`config.mk`:
```
export PLATFORM = sky130hd
export DESIGN_NAME = can_rx_decode_filter_route
export DESIGN_NICKNAME = d
export VERILOG_FILES = /design/src/hdl/canrx_pkg.sv /design/src/hdl/canrx_decode.sv /design/src/hdl/canrx_cell.sv /design/src/hdl/can_rx_decode_filter_route.sv
export SDC_FILE = /design/constraint.sdc
export NUM_CORES = 2
export LEC_CHECK = 0
export BUFFER_PORTS_ARGS = -buffer_cell sky130_fd_sc_hd__clkbuf_2
export CORE_UTILIZATION = 45
export DETAILED_ROUTE_END_ITERATION = 8
export HOLD_SLACK_MARGIN = 0.12
export PLACE_DENSITY = 0.61
export SKIP_LAST_GASP = 1
export SLEW_MARGIN = 20
export SYNTH_ARGS = -nofsm -noshare
export SYNTH_HDL_FRONTEND = slang
export SYNTH_SLANG_ARGS = --single-unit
```
`constraint.sdc`:
```
create_clock -name clk -period 6.69 [get_ports clk]
set_input_delay 0.669 -clock clk [delete_from_list [all_inputs] [get_ports clk]]
set_output_delay 0.669 -clock clk [all_outputs]
set_load 0.1 [all_outputs]
```
`src/hdl/canrx_pkg.sv`:
```
// Shared types and constants for the CAN receive filter and router.
package canrx_pkg;

  // Field widths
  localparam int unsigned ID_W     = 29;
  localparam int unsigned STD_ID_W = 11;
  localparam int unsigned SLOT_W   = 4;
  localparam int unsigned HND_W    = 8;
  localparam int unsigned LEN_W    = 4;
  localparam int unsigned WORD_W   = 32;
  localparam int unsigned CNT_W    = 5;
  // Width used to compare cell indexes against slots and the active count
  localparam int unsigned CMP_W    = 7;
  // Widest handle a cell may store
  localparam int unsigned HND_MAX_W = 16;

  // Element word 0 layout
  localparam int unsigned EXT_BIT    = 30;
  localparam int unsigned STD_ID_LSB = 18;
  // Element word 1 layout
  localparam int unsigned DLC_LSB    = 16;
  localparam logic [LEN_W-1:0] MAX_LEN = LEN_W'(8);

  // Command codes
  localparam logic CMD_LOAD  = 1'b0;
  localparam logic CMD_FRAME = 1'b1;

  // One input item
  typedef struct packed {
    logic                command;
    logic [SLOT_W-1:0]   filter_slot;
    logic [ID_W-1:0]     filter_id;
    logic [ID_W-1:0]     filter_mask;
    logic                filter_type;
    logic [HND_W-1:0]    filter_handle;
    logic [WORD_W-1:0]   element_word0;
    logic [WORD_W-1:0]   element_word1;
    logic [WORD_W-1:0]   element_word2;
    logic [WORD_W-1:0]   element_word3;
  } in_item_t;

  // One result item
  typedef struct packed {
    logic [ID_W-1:0]     frame_id;
    logic                frame_extended;
    logic [LEN_W-1:0]    frame_length;
    logic [HND_W-1:0]    route_handle;
    logic [SLOT_W-1:0]   matched_entry;
    logic [WORD_W-1:0]   payload_low;
    logic [WORD_W-1:0]   payload_high;
  } out_item_t;

  // Token handed from cell to cell: a filter load or a decoded frame
  typedef struct packed {
    logic                valid;
    logic                is_frame;
    // load part
    logic [SLOT_W-1:0]   slot;
    logic [ID_W-1:0]     ld_id;
    logic [ID_W-1:0]     ld_mask;
    logic                ld_type;
    logic [HND_W-1:0]    ld_handle;
    // frame part
    logic [ID_W-1:0]     fr_id;
    logic                fr_ext;
    logic [LEN_W-1:0]    fr_len;
    logic [WORD_W-1:0]   fr_low;
    logic [WORD_W-1:0]   fr_high;
    // match status
    logic                hit;
    logic [HND_W-1:0]    hit_handle;
    logic [SLOT_W-1:0]   hit_entry;
  } canrx_tok_t;

endpackage

```
`src/hdl/canrx_decode.sv`:
```
// Input stage: decodes a command into a chain token and registers it.
module canrx_decode
  import canrx_pkg::*;
(
  input  logic       clk,
  input  logic       rst_n,
  input  logic       take,
  input  in_item_t   item,
  output canrx_tok_t tok
);

  canrx_tok_t tok_r;
  canrx_tok_t tok_nxt;
  logic       ext;
  logic [LEN_W-1:0] dlc;

  // Field extraction from the element words
  always_comb begin
    ext = item.element_word0[EXT_BIT];
    dlc = item.element_word1[DLC_LSB +: LEN_W];

    tok_nxt            = '0;
    tok_nxt.valid      = take;
    tok_nxt.is_frame   = (item.command == CMD_FRAME);
    tok_nxt.slot       = item.filter_slot;
    tok_nxt.ld_id      = item.filter_id;
    tok_nxt.ld_mask    = item.filter_mask;
    tok_nxt.ld_type    = item.filter_type;
    tok_nxt.ld_handle  = item.filter_handle;
    tok_nxt.fr_ext     = ext;
    if (ext) begin
      tok_nxt.fr_id = item.element_word0[ID_W-1:0];
    end else begin
      tok_nxt.fr_id = ID_W'(item.element_word0[STD_ID_LSB +: STD_ID_W]);
    end
    // codes above eight clamp to eight
    tok_nxt.fr_len     = (dlc > MAX_LEN) ? MAX_LEN : dlc;
    tok_nxt.fr_low     = item.element_word2;
    tok_nxt.fr_high    = item.element_word3;
  end

  // Valid is control, the rest is payload
  always_ff @(posedge clk) begin
    if (!rst_n) begin
      tok_r.valid <= 1'b0;
    end else begin
      tok_r.valid <= tok_nxt.valid;
    end
    tok_r.is_frame   <= tok_nxt.is_frame;
    tok_r.slot       <= tok_nxt.slot;
    tok_r.ld_id      <= tok_nxt.ld_id;
    tok_r.ld_mask    <= tok_nxt.ld_mask;
    tok_r.ld_type    <= tok_nxt.ld_type;
    tok_r.ld_handle  <= tok_nxt.ld_handle;
    tok_r.fr_id      <= tok_nxt.fr_id;
    tok_r.fr_ext     <= tok_nxt.fr_ext;
    tok_r.fr_len     <= tok_nxt.fr_len;
    tok_r.fr_low     <= tok_nxt.fr_low;
    tok_r.fr_high    <= tok_nxt.fr_high;
    tok_r.hit        <= tok_nxt.hit;
    tok_r.hit_handle <= tok_nxt.hit_handle;
    tok_r.hit_entry  <= tok_nxt.hit_entry;
  end

  assign tok = tok_r;

endmodule

```
`src/hdl/canrx_cell.sv`:
```
// One filter cell: holds one entry, loads it or matches a passing frame.
module canrx_cell
  import canrx_pkg::*;
#(
  parameter int unsigned CELL_IDX    = 0,
  parameter int unsigned HANDLE_BITS = 8
) (
  input  logic             clk,
  input  logic             rst_n,
  input  logic [CNT_W-1:0] active,
  input  canrx_tok_t       tok_in,
  output canrx_tok_t       tok_out
);

  localparam logic [CMP_W-1:0] MY_IDX = CMP_W'(CELL_IDX);

  // Stored entry, no reset: the user must see that it is read only after a load
  logic [ID_W-1:0]        ent_id_r;
  logic [ID_W-1:0]        ent_mask_r;
  logic                   ent_type_r;
  logic [HANDLE_BITS-1:0] ent_handle_r;

  logic                   load_here;
  logic                   enabled;
  logic                   match;
  logic [HND_MAX_W-1:0]   ld_handle_ext;
  logic [HND_MAX_W-1:0]   ent_handle_ext;
  canrx_tok_t             tok_nxt;
  canrx_tok_t             tok_r;

  assign load_here = tok_in.valid && !tok_in.is_frame
                     && (CMP_W'(tok_in.slot) == MY_IDX);
  assign enabled   = (CMP_W'(active) > MY_IDX);
  assign ld_handle_ext  = HND_MAX_W'(tok_in.ld_handle);
  assign ent_handle_ext = HND_MAX_W'(ent_handle_r);

  // Entry write
  always_ff @(posedge clk) begin
    if (load_here) begin
      ent_id_r     <= tok_in.ld_id;
      ent_mask_r   <= tok_in.ld_mask;
      ent_type_r   <= tok_in.ld_type;
      ent_handle_r <= ld_handle_ext[HANDLE_BITS-1:0];
    end
  end

  // Compare: same type and masked ids equal; first hit wins
  always_comb begin
    match = tok_in.valid && tok_in.is_frame && !tok_in.hit && enabled
            && (ent_type_r == tok_in.fr_ext)
            && (((tok_in.fr_id ^ ent_id_r) & ent_mask_r) == '0);
    tok_nxt = tok_in;
    if (match) begin
      tok_nxt.hit        = 1'b1;
      tok_nxt.hit_handle = ent_handle_ext[HND_W-1:0];
      tok_nxt.hit_entry  = MY_IDX[SLOT_W-1:0];
    end
  end

  // Hand the token to the next cell
  always_ff @(posedge clk) begin
    if (!rst_n) begin
      tok_r.valid <= 1'b0;
    end else begin
      tok_r.valid <= tok_nxt.valid;
    end
    tok_r.is_frame   <= tok_nxt.is_frame;
    tok_r.slot       <= tok_nxt.slot;
    tok_r.ld_id      <= tok_nxt.ld_id;
    tok_r.ld_mask    <= tok_nxt.ld_mask;
    tok_r.ld_type    <= tok_nxt.ld_type;
    tok_r.ld_handle  <= tok_nxt.ld_handle;
    tok_r.fr_id      <= tok_nxt.fr_id;
    tok_r.fr_ext     <= tok_nxt.fr_ext;
    tok_r.fr_len     <= tok_nxt.fr_len;
    tok_r.fr_low     <= tok_nxt.fr_low;
    tok_r.fr_high    <= tok_nxt.fr_high;
    tok_r.hit        <= tok_nxt.hit;
    tok_r.hit_handle <= tok_nxt.hit_handle;
    tok_r.hit_entry  <= tok_nxt.hit_entry;
  end

  assign tok_out = tok_r;

endmodule

```
`src/hdl/can_rx_decode_filter_route.sv`:
```
// Top level: CAN receive acceptance filter built as a chain of filter cells.
//
//  channel  | handshake            | payload
//  ---------+----------------------+------------------------------
//  input    | start / busy         | in_data  (in_item_t)
//  result   | out_valid strobe     | out_data (out_item_t)
//  config   | cfg_we               | cfg_wdata (active filter count)
//
// A command enters every cycle; busy stays low. Each token passes one cell
// per cycle: a frame is registered in the decode stage and then in one cell
// per filter before its result shows. Loads ride the same chain, so every
// frame sees exactly the entries loaded before it. Reset clears the token
// valid bits and the active count; entries are not cleared. The receiver
// cannot stall: each result strobes for one cycle.
module can_rx_decode_filter_route
  import canrx_pkg::*;
#(
  parameter int unsigned NUM_FILTERS = 16,
  parameter int unsigned HANDLE_BITS = 8
) (
  input  logic             clk,
  input  logic             rst_n,
  input  logic             start,
  output logic             busy,
  input  in_item_t         in_data,
  output logic             out_valid,
  output out_item_t        out_data,
  input  logic             cfg_we,
  input  logic [CNT_W-1:0] cfg_wdata
);

  logic [CNT_W-1:0] active_r;
  logic             take;
  canrx_tok_t       link [NUM_FILTERS+1];

  assign busy = 1'b0;
  assign take = start && !busy;

  // Active filter count register
  always_ff @(posedge clk) begin
    if (!rst_n) begin
      active_r <= '0;
    end else if (cfg_we) begin
      active_r <= cfg_wdata;
    end
  end

  canrx_decode u_decode (
    .clk   (clk),
    .rst_n (rst_n),
    .take  (take),
    .item  (in_data),
    .tok   (link[0])
  );

  // Filter cell chain
  for (genvar g = 0; g < NUM_FILTERS; g++) begin : g_cell
    canrx_cell #(
      .CELL_IDX    (g),
      .HANDLE_BITS (HANDLE_BITS)
    ) u_cell (
      .clk     (clk),
      .rst_n   (rst_n),
      .active  (active_r),
      .tok_in  (link[g]),
      .tok_out (link[g+1])
    );
  end

  // Result from the last cell
  assign out_valid = link[NUM_FILTERS].valid && link[NUM_FILTERS].is_frame
                     && link[NUM_FILTERS].hit;
  assign out_data.frame_id       = link[NUM_FILTERS].fr_id;
  assign out_data.frame_extended = link[NUM_FILTERS].fr_ext;
  assign out_data.frame_length   = link[NUM_FILTERS].fr_len;
  assign out_data.route_handle   = link[NUM_FILTERS].hit_handle;
  assign out_data.matched_entry  = link[NUM_FILTERS].hit_entry;
  assign out_data.payload_low    = link[NUM_FILTERS].fr_low;
  assign out_data.payload_high   = link[NUM_FILTERS].fr_high;

  // A load never turns into a result
  a_load_silent: assert property (@(posedge clk) disable iff (!rst_n)
    (take && (in_data.command == CMD_LOAD)) |-> ##(NUM_FILTERS+1) !out_valid)
    else $error("load command produced a result");

  // A frame with no active filter never matches
  a_none_active: assert property (@(posedge clk) disable iff (!rst_n)
    (take && (active_r == '0) && !cfg_we) |-> ##(NUM_FILTERS+1) !out_valid)
    else $error("frame matched with no active filter");

  // Clamped length
  a_len: assert property (@(posedge clk) disable iff (!rst_n)
    out_valid |-> (out_data.frame_length <= MAX_LEN))
    else $error("frame length above eight");

  // Standard ids fit in eleven bits
  a_std_id: assert property (@(posedge clk) disable iff (!rst_n)
    (out_valid && !out_data.frame_extended) |-> (out_data.frame_id[ID_W-1:STD_ID_W] == '0))
    else $error("standard id wider than eleven bits");

  // Matched entry lies below the active count
  a_entry: assert property (@(posedge clk) disable iff (!rst_n)
    out_valid |-> (CMP_W'(out_data.matched_entry) < CMP_W'(active_r)))
    else $error("matched entry outside active filters");

endmodule
```
==> results by group <==
Power and ir drop
  • Peak supply drop: 0.250 mV
  • Int Pwr: 0.0395 W
  • Psw: 0.00975 W
  • Sw frac: 19.8%
  • PwrDens: 400 nW/µm²
  • Logic pwr share: 1.5%
  • Sequential share of power: 54.6%
  • Tot Pwr: 0.0493 W
  • Clock share of power: 44.0%
  • Leakage: 48.0 nW

Critical path
  • Worst Path Required: 7480 ps
  • R2r endpoint: g_cell[4].u_cell.tok_out[10]
  • CP Capture Type: flip-flop
  • Critical Path Fanout Max: 11
  • Crit Path Category: reg2reg
  • Reg2Reg Depth: 5
  • Reg2reg setup slack: 3430 ps
  • Crit path arrival time: 4050 ps
  • R2R Path Start: active_r[0]
  • CP Launch Type: flip-flop

Clock network
  • TritonCTS clock tree: done
  • Clk_lat worst skew: 960 ps
  • Max Root-Sink Buffers: 4
  • Setup repair bufs after CTS: 0
  • Clock slew at reported path FFs: 60 ps
  • Sink Count: 4106
  • Total CTS buffers: 393
  • Root buf cell: clkbuf_16
  • Cts-stage hold buffer count: 184
  • H-tree depth: 5
  • Post-cts sizing count: 0

Logic synthesis
  • EDFF count, synth: 1072
  • Post-synthesis compound-gate area fraction: 2.06%
  • Netlist cell types: 50
  • Cell Area, Synth: 104000 µm²
  • Largest family of logic cells by synthesized area: XOR/XNOR gates
  • Post-Syn Nets: 5632
  • Seq/Total Area, Yosys: 89.7%
  • YS warnings: 0
  • Mapped Cells: 5423
  • Avg Cell Area, Syn: 19.1 µm²
  • Fraction of registers with async set/reset: 0%
  • Post-Synth Simple-Gate Area: 1.72%
  • Main flop type after synthesis: dfxtp_1
  • Mux share of post-synthesis cell area: 1.47%
  • XOR/XNOR Fraction of Synth Area: 4.06%
  • Post-Synth Adder-Cell Area: 0%
  • FF+latch count, synth: 4106

GRT
  • Initial antenna violation count: 8
  • GRT overflow: 0
  • Total global-route track usage: 14.3%
  • Vias in the first global route: 41954
  • Wire length of the first global-routing pass: 250 mm
  • Most utilized layer in the global route result: met2
  • Largest net degree at the start of global routing: 68
  • Met1 GRT Util: 18.6%
  • GRT met3 Usage: 3.06%
  • Routing usage on met2: 23.0%

Routing
  • Detail Route Antenna Nets: 0
  • DRC marker count from the first detailed-route iteration: 2236
  • Via density: 4.33
  • Residual DRC: 0
  • Drt pass-1 iters: 5
  • Wire per inst: 17.7 µm
  • Total Routed Length: 168 mm
  • DR vias: 41152

Timing
  • Fin. Hold Viols: 0
  • Rel. slew slack: 23.7%
  • Crit path time final: 3260 ps
  • Setup violations, final: 0
  • Max Clk Rate: 307 MHz
  • Max-slew violations: 0
  • Tcrit/Tclk final: 48.7%
  • Setup TNS: 0 ps
  • Skew final: 59.0 ps
  • RSZ-0062 raised after global routing: no
  • Worst slew pin tran: 1140 ps

Die
  • Die height: 482 µm
  • Row Count: 175
  • IO Pins: 321
  • Die Footprint: 232000 µm²
  • Core area: 228000 µm²
  • DIE WIDTH: 482 µm
  • Initial Utilization: 45.4%

Place
  • Buffers on Ports: 289
  • DP HPWL: 115 mm
  • Routability congestion estimate: 0.831

Hold path
  • Worst Hold End: u_decode.tok[81]
  • Min-delay src: in_data[126]
  • HP Class: in2reg
  • Worst hold path depth: 1

Finish
  • Commonest cells after routing, fill and taps aside: dfxtp_1, edfxtp_1, xor2_1
  • Register area: 92900 µm²
  • Layout cells sized above 1: 17.1%
  • Fillcell total: 17730
  • Nets: 6387
  • Area of the multi-input gates: 9790 µm²
  • Area Growth Syn to Fin: 18.8%
  • Commonest non-fill, non-tap cell in the layout: dfxtp_1

Status
  • Status: completed

Flow run
  • Max_cap viols: 0
[routing by layer]
| metal | share of wire (%) | vias up | wire (µm) |
|---|---|---|---|
| li1 | - | 20191 | - |
| met1 | 45 | 19597 | 75900 |
| met2 | 46 | 937 | 77800 |
| met3 | 4.5 | 421 | 7500 |
| met4 | 4.0 | 6 | 6710 |
| met5 | 0.028 | - | 47 |
[kinds of logic after synthesis]
kind of cell,Yosys count
xor+xnor,480
compound gates,276
flops,4106
other cells,1
mux,136
buf+inv,149
simple gates,275
[power groups by stage]
stage / Sequential (W) / Combinational (W) / Clock [W]
2_1_floorplan: 0.0272 / 0.000488 / 0
3_3_place_gp: 0.0274 / 0.000642 / 0
5_1_grt: 0.0270 / 0.000764 / 0.0233
6_report: 0.0269 / 0.000724 / 0.0217
4_1_cts: 0.0269 / 0.000734 / 0.0222
3_5_place_dp: 0.0274 / 0.000645 / 0
[Yosys cell counts (14+ instances only)]
| cell | count | area share [%] |
|---|---|---|
| buf_4 | 113 | 0.82 |
| nand2_1 | 19 | 0.069 |
| mux2_2 | 131 | 1.4 |
| nand2b_1 | 19 | 0.11 |
| buf_2 | 14 | 0.068 |
| a22oi_1 | 223 | 1.6 |
| and2_1 | 43 | 0.26 |
| a222oi_1 | 14 | 0.14 |
| xor2_1 | 479 | 4.0 |
| edfxtp_1 | 1072 | 31 |
| nor2b_1 | 16 | 0.097 |
| nor4_1 | 24 | 0.14 |
| dfxtp_1 | 3034 | 59 |
| nand3_1 | 19 | 0.092 |
| nand4_1 | 59 | 0.36 |
| or2_2 | 24 | 0.14 |
[per-stage QoR]
step                      utilization (%)  cells  setup WS, ps  hold WS, ps  cell area [µm²]
after detailed placement             47.4   8608          3390          312           108000
after global placement               47.4   8608          3370          309           108000
final                                53.9   9507          3430          253           123000
after global routing                 53.9   9507          3280          233           123000
after CTS                            53.9   9503          3360          185           123000
after floorplan                         -   5423           238          310           104000
[cell type report]
type | count | share of cell area [%]
diodes | 4 | 0.00813
clock buffers | 570 | 9.47
clock inverters | 141 | 1.12
inverters | 9 | 0.0275
multi-input cells | 1168 | 7.96
flip-flops and latches | 4106 | 75.5
well taps | 3009 | 3.06
repair buffers | 500 | 2.84
[state kept, by name, summed over array words and instances (netlist names)]
name / count
g_cell.u_cell.ent_id_r: 464
g_cell.u_cell.ent_handle_r: 128
g_cell.u_cell.ent_type_r: 16
u_decode.tok: 171
g_cell.u_cell.ent_mask_r: 464
active_r: 5
g_cell.u_cell.tok_out: 2858
[worst max path at each step]
stage,slack [ps],start,end
finish,3430,active_r[0],g_cell[4].u_cell.tok_out[10]
detailed placement,3390,active_r[4],g_cell[8].u_cell.tok_out[8]
global route,3280,active_r[4],g_cell[12].u_cell.tok_out[7]
floorplan,240,g_cell[3].u_cell.tok_out[179],g_cell[4].u_cell.ent_handle_r[0]
CTS,3360,active_r[4],g_cell[12].u_cell.tok_out[7]
global placement,3370,active_r[4],g_cell[8].u_cell.tok_out[10]
[critical path, stage by stage, from the launching register on]
cell	delay, ps
dfxtp_1	800
o21ai_1	590
a22oi_1	340
nand4_1	160
or4_1	830
mux2_2	370
No activity file was read; power rests on OpenSTA's default activity.
